### src/hdl/msfd_pkg.sv
// Shared types and constants for the magic sync frame deframer.
// Used by msfd_out_skid and the top level; no dependencies of its own.
package msfd_pkg;

    localparam int HDR_BYTES = 13;
    localparam int FILL_W    = 4;
    localparam int CFG_IDX_W = 2;

    localparam logic [31:0] MAGIC_RESET   = 32'd0;
    localparam logic [31:0] MAX_LEN_RESET = 32'd4096;
    localparam logic [7:0]  MAX_KIND_RESET = 8'd255;

    typedef enum logic [CFG_IDX_W-1:0] {
        CFG_MAGIC    = 2'd0,
        CFG_MAX_LEN  = 2'd1,
        CFG_MAX_KIND = 2'd2
    } cfg_idx_t;

    typedef struct packed {
        logic        is_header;
        logic [7:0]  frame_kind;
        logic [31:0] frame_channel;
        logic [31:0] frame_length;
        logic [7:0]  payload_byte;
        logic        last_of_frame;
    } result_t;

endpackage

### src/hdl/msfd_cell.sv
// One byte cell of the header window chain.
// Depends on nothing; instantiated by magic_sync_frame_deframer_top.
module msfd_cell
(
    input  logic       clk,
    input  logic       shift_en,
    input  logic [7:0] data_in,
    output logic [7:0] data_out
);

    logic [7:0] data_reg;

    always_ff @(posedge clk)
    begin
        if (shift_en)
        begin
            data_reg <= data_in;
        end
    end

    assign data_out = data_reg;

endmodule

### src/hdl/msfd_out_skid.sv
// Result register with a skid entry behind it.
// Depends on msfd_pkg (result_t).
module msfd_out_skid
    import msfd_pkg::*;
(
    input  logic    clk,
    input  logic    rst_n,
    input  logic    push,
    input  result_t push_data,
    input  logic    out_stall,
    output logic    out_valid,
    output result_t out_data,
    output logic    full
);

    logic    out_valid_reg;
    logic    out_valid_next;
    result_t out_data_reg;
    result_t out_data_next;
    logic    skid_valid_reg;
    logic    skid_valid_next;
    result_t skid_data_reg;
    result_t skid_data_next;
    logic    out_free;

    assign out_free = !out_valid_reg || !out_stall;

    always_comb
    begin
        out_valid_next  = out_valid_reg;
        out_data_next   = out_data_reg;
        skid_valid_next = skid_valid_reg;
        skid_data_next  = skid_data_reg;
        if (out_free)
        begin
            if (skid_valid_reg)
            begin
                out_valid_next  = 1'b1;
                out_data_next   = skid_data_reg;
                skid_valid_next = 1'b0;
            end
            else
            begin
                out_valid_next = push;
                out_data_next  = push_data;
            end
        end
        else if (push)
        begin
            skid_valid_next = 1'b1;
            skid_data_next  = push_data;
        end
    end

    always_ff @(posedge clk or negedge rst_n)
    begin
        if (!rst_n)
        begin
            out_valid_reg  <= 1'b0;
            skid_valid_reg <= 1'b0;
        end
        else
        begin
            out_valid_reg  <= out_valid_next;
            skid_valid_reg <= skid_valid_next;
        end
    end

    always_ff @(posedge clk)
    begin
        out_data_reg  <= out_data_next;
        skid_data_reg <= skid_data_next;
    end

    assign out_valid = out_valid_reg;
    assign out_data  = out_data_reg;
    assign full      = skid_valid_reg;

endmodule

### src/hdl/magic_sync_frame_deframer_top.sv
// Top level of the magic sync frame deframer: byte cell chain, header check,
// payload counter, configuration registers. Depends on msfd_pkg, msfd_cell,
// msfd_out_skid.
//
//   channel  handshake              payload
//   in       in_valid / in_stall    rx_byte
//   out      out_valid / out_stall  is_header, frame_kind, frame_channel,
//                                   frame_length, payload_byte, last_of_frame
//   cfg      cfg_valid / cfg_ready  cfg_index, cfg_data
//
// One byte beat per cycle while in_stall is low; each result is registered.
// The 13-byte window check runs in the same cycle as the byte shift.
// in_stall comes only from the registered skid entry, so input keeps
// flowing while one result waits. After reset the block is hunting with
// an empty window; cfg_ready is always high.
module magic_sync_frame_deframer_top
    import msfd_pkg::*;
(
    input  logic                 clk,
    input  logic                 rst_n,
    input  logic                 in_valid,
    output logic                 in_stall,
    input  logic [7:0]           rx_byte,
    output logic                 out_valid,
    input  logic                 out_stall,
    output logic                 is_header,
    output logic [7:0]           frame_kind,
    output logic [31:0]          frame_channel,
    output logic [31:0]          frame_length,
    output logic [7:0]           payload_byte,
    output logic                 last_of_frame,
    input  logic                 cfg_valid,
    output logic                 cfg_ready,
    input  logic [CFG_IDX_W-1:0] cfg_index,
    input  logic [31:0]          cfg_data
);

    logic [31:0] magic_reg;
    logic [31:0] max_len_reg;
    logic [7:0]  max_kind_reg;

    logic [FILL_W-1:0] fill_reg;
    logic [FILL_W-1:0] fill_next;
    logic              in_payload_reg;
    logic              in_payload_next;
    logic [31:0]       remain_reg;
    logic [31:0]       remain_next;
    logic [7:0]        kind_reg;
    logic [7:0]        kind_next;
    logic [31:0]       chan_reg;
    logic [31:0]       chan_next;
    logic [31:0]       len_reg;
    logic [31:0]       len_next;

    logic [7:0]  win [HDR_BYTES];
    logic [7:0]  nwin [HDR_BYTES];
    logic        accept;
    logic        shift_en;
    logic        full_after;
    logic        hdr_ok;
    logic [31:0] hdr_magic;
    logic [31:0] hdr_len;
    logic [7:0]  hdr_kind;
    logic [31:0] hdr_chan;
    logic [31:0] remain_dec;
    logic        push;
    result_t     push_data;
    result_t     out_data;
    logic        skid_full;

    assign cfg_ready = 1'b1;
    assign in_stall  = skid_full;
    assign accept    = in_valid && !skid_full;
    assign shift_en  = accept && !in_payload_reg;

    always_ff @(posedge clk or negedge rst_n)
    begin
        if (!rst_n)
        begin
            magic_reg    <= MAGIC_RESET;
            max_len_reg  <= MAX_LEN_RESET;
            max_kind_reg <= MAX_KIND_RESET;
        end
        else if (cfg_valid)
        begin
            case (cfg_index)
                CFG_MAGIC:    magic_reg    <= cfg_data;
                CFG_MAX_LEN:  max_len_reg  <= cfg_data;
                CFG_MAX_KIND: max_kind_reg <= cfg_data[7:0];
                default:      ;
            endcase
        end
    end

    for (genvar i = 0; i < HDR_BYTES; i++)
    begin : g_cell
        if (i == HDR_BYTES - 1)
        begin : g_tail
            msfd_cell u_cell
            (
                .clk      (clk),
                .shift_en (shift_en),
                .data_in  (rx_byte),
                .data_out (win[i])
            );
        end
        else
        begin : g_body
            msfd_cell u_cell
            (
                .clk      (clk),
                .shift_en (shift_en),
                .data_in  (win[i+1]),
                .data_out (win[i])
            );
        end
    end

    always_comb
    begin
        for (int i = 0; i < HDR_BYTES - 1; i++)
        begin
            nwin[i] = win[i+1];
        end
        nwin[HDR_BYTES-1] = rx_byte;
    end

    assign hdr_magic  = {nwin[3], nwin[2], nwin[1], nwin[0]};
    assign hdr_len    = {nwin[7], nwin[6], nwin[5], nwin[4]};
    assign hdr_kind   = nwin[8];
    assign hdr_chan   = {nwin[12], nwin[11], nwin[10], nwin[9]};
    assign full_after = fill_reg >= FILL_W'(HDR_BYTES - 1);
    assign hdr_ok     = full_after && (hdr_magic == magic_reg)
                        && (hdr_len <= max_len_reg) && (hdr_kind <= max_kind_reg);
    assign remain_dec = remain_reg - 32'd1;

    always_comb
    begin
        fill_next       = fill_reg;
        in_payload_next = in_payload_reg;
        remain_next     = remain_reg;
        kind_next       = kind_reg;
        chan_next       = chan_reg;
        len_next        = len_reg;
        push            = 1'b0;
        push_data       = '0;
        if (accept)
        begin
            if (in_payload_reg)
            begin
                remain_next             = remain_dec;
                push                    = 1'b1;
                push_data.is_header     = 1'b0;
                push_data.frame_kind    = kind_reg;
                push_data.frame_channel = chan_reg;
                push_data.frame_length  = len_reg;
                push_data.payload_byte  = rx_byte;
                push_data.last_of_frame = (remain_dec == 32'd0);
                if (remain_dec == 32'd0)
                begin
                    in_payload_next = 1'b0;
                    fill_next       = '0;
                end
            end
            else if (hdr_ok)
            begin
                kind_next               = hdr_kind;
                chan_next               = hdr_chan;
                len_next                = hdr_len;
                remain_next             = hdr_len;
                fill_next               = '0;
                in_payload_next         = (hdr_len != 32'd0);
                push                    = 1'b1;
                push_data.is_header     = 1'b1;
                push_data.frame_kind    = hdr_kind;
                push_data.frame_channel = hdr_chan;
                push_data.frame_length  = hdr_len;
                push_data.payload_byte  = 8'd0;
                push_data.last_of_frame = (hdr_len == 32'd0);
            end
            else if (full_after)
            begin
                fill_next = FILL_W'(HDR_BYTES);
            end
            else
            begin
                fill_next = fill_reg + FILL_W'(1);
            end
        end
    end

    always_ff @(posedge clk or negedge rst_n)
    begin
        if (!rst_n)
        begin
            fill_reg       <= '0;
            in_payload_reg <= 1'b0;
            remain_reg     <= '0;
            kind_reg       <= '0;
            chan_reg       <= '0;
            len_reg        <= '0;
        end
        else
        begin
            fill_reg       <= fill_next;
            in_payload_reg <= in_payload_next;
            remain_reg     <= remain_next;
            kind_reg       <= kind_next;
            chan_reg       <= chan_next;
            len_reg        <= len_next;
        end
    end

    msfd_out_skid u_out
    (
        .clk       (clk),
        .rst_n     (rst_n),
        .push      (push),
        .push_data (push_data),
        .out_stall (out_stall),
        .out_valid (out_valid),
        .out_data  (out_data),
        .full      (skid_full)
    );

    assign is_header     = out_data.is_header;
    assign frame_kind    = out_data.frame_kind;
    assign frame_channel = out_data.frame_channel;
    assign frame_length  = out_data.frame_length;
    assign payload_byte  = out_data.payload_byte;
    assign last_of_frame = out_data.last_of_frame;

endmodule

### config.mk
export PLATFORM = sky130hd
export DESIGN_NAME = magic_sync_frame_deframer_top
export DESIGN_NICKNAME = d
export VERILOG_FILES = /design/src/hdl/msfd_pkg.sv /design/src/hdl/msfd_cell.sv /design/src/hdl/msfd_out_skid.sv /design/src/hdl/magic_sync_frame_deframer_top.sv
export SDC_FILE = /design/constraint.sdc
export NUM_CORES = 1
export LEC_CHECK = 0
export ABC_AREA = 1
export BUFFER_PORTS_ARGS = -buffer_cell sky130_fd_sc_hd__clkbuf_2
export CAP_MARGIN = 25
export CORE_UTILIZATION = 65
export DETAILED_ROUTE_END_ITERATION = 12
export PLACE_DENSITY = 0.88
export SYNTH_ARGS = -nofsm -noshare
export SYNTH_HDL_FRONTEND = slang
export SYNTH_SLANG_ARGS = --single-unit
export TNS_END_PERCENT = 30
### constraint.sdc
create_clock -name clk -period 15.29 [get_ports clk]
set_input_delay 0.7645 -clock clk [delete_from_list [all_inputs] [get_ports clk]]
set_output_delay 0.7645 -clock clk [all_outputs]
set_load 0.1 [all_outputs]
==> flow_metrics.tcl <==
set metrics [dict create \
    status "finished, final reports clean" \
    switching_share_pct 24.3 \
    dpl.hpwl_um 34600 \
    drtIter0Drc 1802 \
    leakage_nw 10.8 \
    clock-sinks 443 \
    synth_sequential_area_ratio_pct 63.0 \
    placed_area_um2 20700 \
    synth_edf_count 260 \
    cts_max_path_buffers 3 \
    finalMaxSlewViolations 0 \
    io_pins 132 \
    arrival_ns 4.07 \
    final_cell_area_um2 22200 \
    start_util_pct 66.2 \
    tritoncts "built" \
    timing.rr.start "g_cell[6].g_body.u_cell.data_out[7]" \
    yosysWarningCount 0 \
    crit_type "flop to flop" \
    routed_wl_um 52200 \
    reg2reg_depth 15 \
    n_fill_cell 1902 \
    syn_nets 2150 \
    cp_max_fo 67 \
    die_height_um 176 \
    drive_above_1_share_pct 12.5 \
    worst_slew_pin_slew_ns 1.05 \
    grt_pass1_wl_um 81100 \
    ys.flop_type "edfxtp_1" \
    row_count 63 \
    synth_common_cells "nand2_1 (763), edfxtp_1 (260), dfrtp_1 (174)" \
    fin_crit_sh_pct 25.4 \
    fin_ws_ns 11.40 \
    drc 0 \
    fin_hold_ws_ns 0.134 \
    clk_latency_ns 0.57 \
    avgSynthCellArea_um2 9.55 \
    clockPowerShare_pct 40.6 \
    cts-root-buf "clkbuf_16" \
    wl_per_cell_um 20.0 \
    end_kind "flop" \
    met2_usage_pct 54.6 \
    skew_ns 0.0529 \
    synth_most_common_cell "nand2_1" \
    port_buffers 130 \
    worstHoldPathType "input port to asynchronous set/reset pin" \
    r2r_slack_ns 11.40 \
    p_per_area_nw_per_um2 118 \
    worstSetupStartpointType "flop" \
    core_um2 29700 \
    synthDistinctLibCells 39 \
    die-width_um 176 \
    grt_busiest_layer "met2" \
    largest_reg_flops 88 \
    seq_power_share_pct 52.3 \
    synth_seq_cells 443 \
    overflow 0 \
    finalSetupViolations 0 \
    period_minus_slack_ns 3.89 \
    slew-limit-headroom_pct 30.0 \
    ant_nets 0 \
    hold_viol_final 0 \
    holdBufCountCts 0 \
    synthCells 2060 \
    cts_htree_levels 2 \
    numCtsBuffers 44 \
    vias 15270 \
    cts_setup_buffers 0 \
    syn2layout_area_growth_pct 12.9 \
    path_clk_slew_ns 0.06 \
    vdd_drop_max_uv 102 \
    met1_usage_pct 46.4 \
    grt_setup_unrepaired "no" \
    intPower_mw 1.98 \
    max_clock_freq_mhz 257 \
    grt_usage_pct 34.6 \
    synthArstFlopShare_pct 41.3 \
    first_pass_iters 6 \
    drv_cap 0 \
    netlist_area_um2 19700 \
    synth.area.top_cells "edfxtp_1 (40%), dfrtp_1 (22%), nand2_1 (15%)" \
    multiInputGateArea_um2 6390 \
    critPathRequiredTime_ns 15.48 \
    place.gp.congestion 0.926 \
    synth_area_leader_cell "edfxtp_1" \
    fin_setup_tns_ns 0 \
    switchingPower_mw 0.634 \
    antenna_cells 0 \
    cts_resized 0 \
    nets 2281 \
    vias_per_cell 5.83 \
    yosysTopAreaCellShare_pct 39.7 \
    use_met3_pct 7.80 \
    p_total_mw 2.61 \
    grt_max_degree 85 \
    r2r_end "u_out.skid_data_reg[38]" \
    place_ws_ns 11.27 \
    grt_pass1_vias 14994 \
    antenna_found_initial 1 \
    combPwrFrac_pct 7.1 \
    dieArea_um2 31000 \
    register_area_um2 12400 \
]
-- layout by cell type, fill, tap and decap left out, types with 6 or more instances in the layout --
cell and count:
nand2_1 762, nand3_1 132, dfrtp_1 173, o21ai_0 130, clkbuf_1 10, clkinv_2 10, clkbuf_16 45, nand4_1 10
clkbuf_8 6, xnor2_1 18, ha_1 43, edfxtp_1 260, nand2_2 13, o21ai_1 30, inv_1 172, nand3b_1 6
nor2_2 14, nor3_1 13, nor2_4 7, clkbuf_2 129, nor4_1 8, dfstp_2 9, buf_4 12, a21oi_1 21
nor2_1 148
-- worst max path at each step --
stage,start,end,slack [ns],depth (start not counted)
floorplan,u_out.out_valid,u_out.skid_data_reg[0],8.04,2
detailed placement,g_cell[6].g_body.u_cell.data_out[7],u_out.skid_data_reg[71],11.27,14
CTS,g_cell[5].g_body.u_cell.data_out[3],u_out.skid_data_reg[38],11.22,16
global placement,g_cell[6].g_body.u_cell.data_out[7],u_out.skid_data_reg[10],11.32,14
finish,g_cell[6].g_body.u_cell.data_out[7],u_out.skid_data_reg[38],11.40,15
global route,g_cell[5].g_body.u_cell.data_out[3],u_out.skid_data_reg[38],11.27,17
-- logic make-up after synthesis --
group	share of synthesized area (%)
and+or+nand+nor	23.7
DFF	63.0
buffers and inverters	4.69
AOI/OAI and AO/OA	4.97
adders and majority gates	2.73
xor gates and xnor gates	0.846
other	0.0191
-- per-layer routing --
metal,vias up,wire [um]
li1,6996,-
met1,7262,20300
met2,856,24500
met3,154,5150
met4,2,2300
met5,-,12
-- worst max-delay path, cell delays in order, from the launching register on --
cell	delay, ns
edfxtp_1	0.57
ha_1	0.37
a21oi_1	0.16
o21ai_0	0.20
a21oi_1	0.17
nand2_1	0.08
nand2_1	0.06
nand2_1	0.05
nand2_1	0.17
nand3_2	0.14
nand2_2	0.13
nand2_2	0.05
buf_4	0.32
nor2_4	0.36
buf_4	0.31
buf_16	0.34
-- layout make-up --
| class | instances | share of cell area, % |
|---|---|---|
| inverters | 175 | 2.96 |
| multi-input cells | 1381 | 28.8 |
| flip-flops and latches | 443 | 55.8 |
| clock inverters | 21 | 0.817 |
| clock buffers | 61 | 5.61 |
| repair buffers | 146 | 3.82 |
| well taps | 390 | 2.20 |
-- power by group through the flow --
stage                     clock [mW]  combinational [mW]  sequential [mW]
after floorplan                    0               0.122             1.37
after global placement             0               0.168             1.38
after detailed placement           0               0.179             1.39
after CTS                       1.07               0.183             1.36
after global routing            1.11               0.211             1.37
final                           1.06               0.184             1.37
-- per-stage QoR --
step                      util [%]  instances
after global placement        69.6       2531
after detailed placement      69.7       2532
after CTS                     74.5       2614
final                         74.8       2617
after floorplan                  -       2060
after global routing          74.8       2617
(Power assumes the default switching activity.)
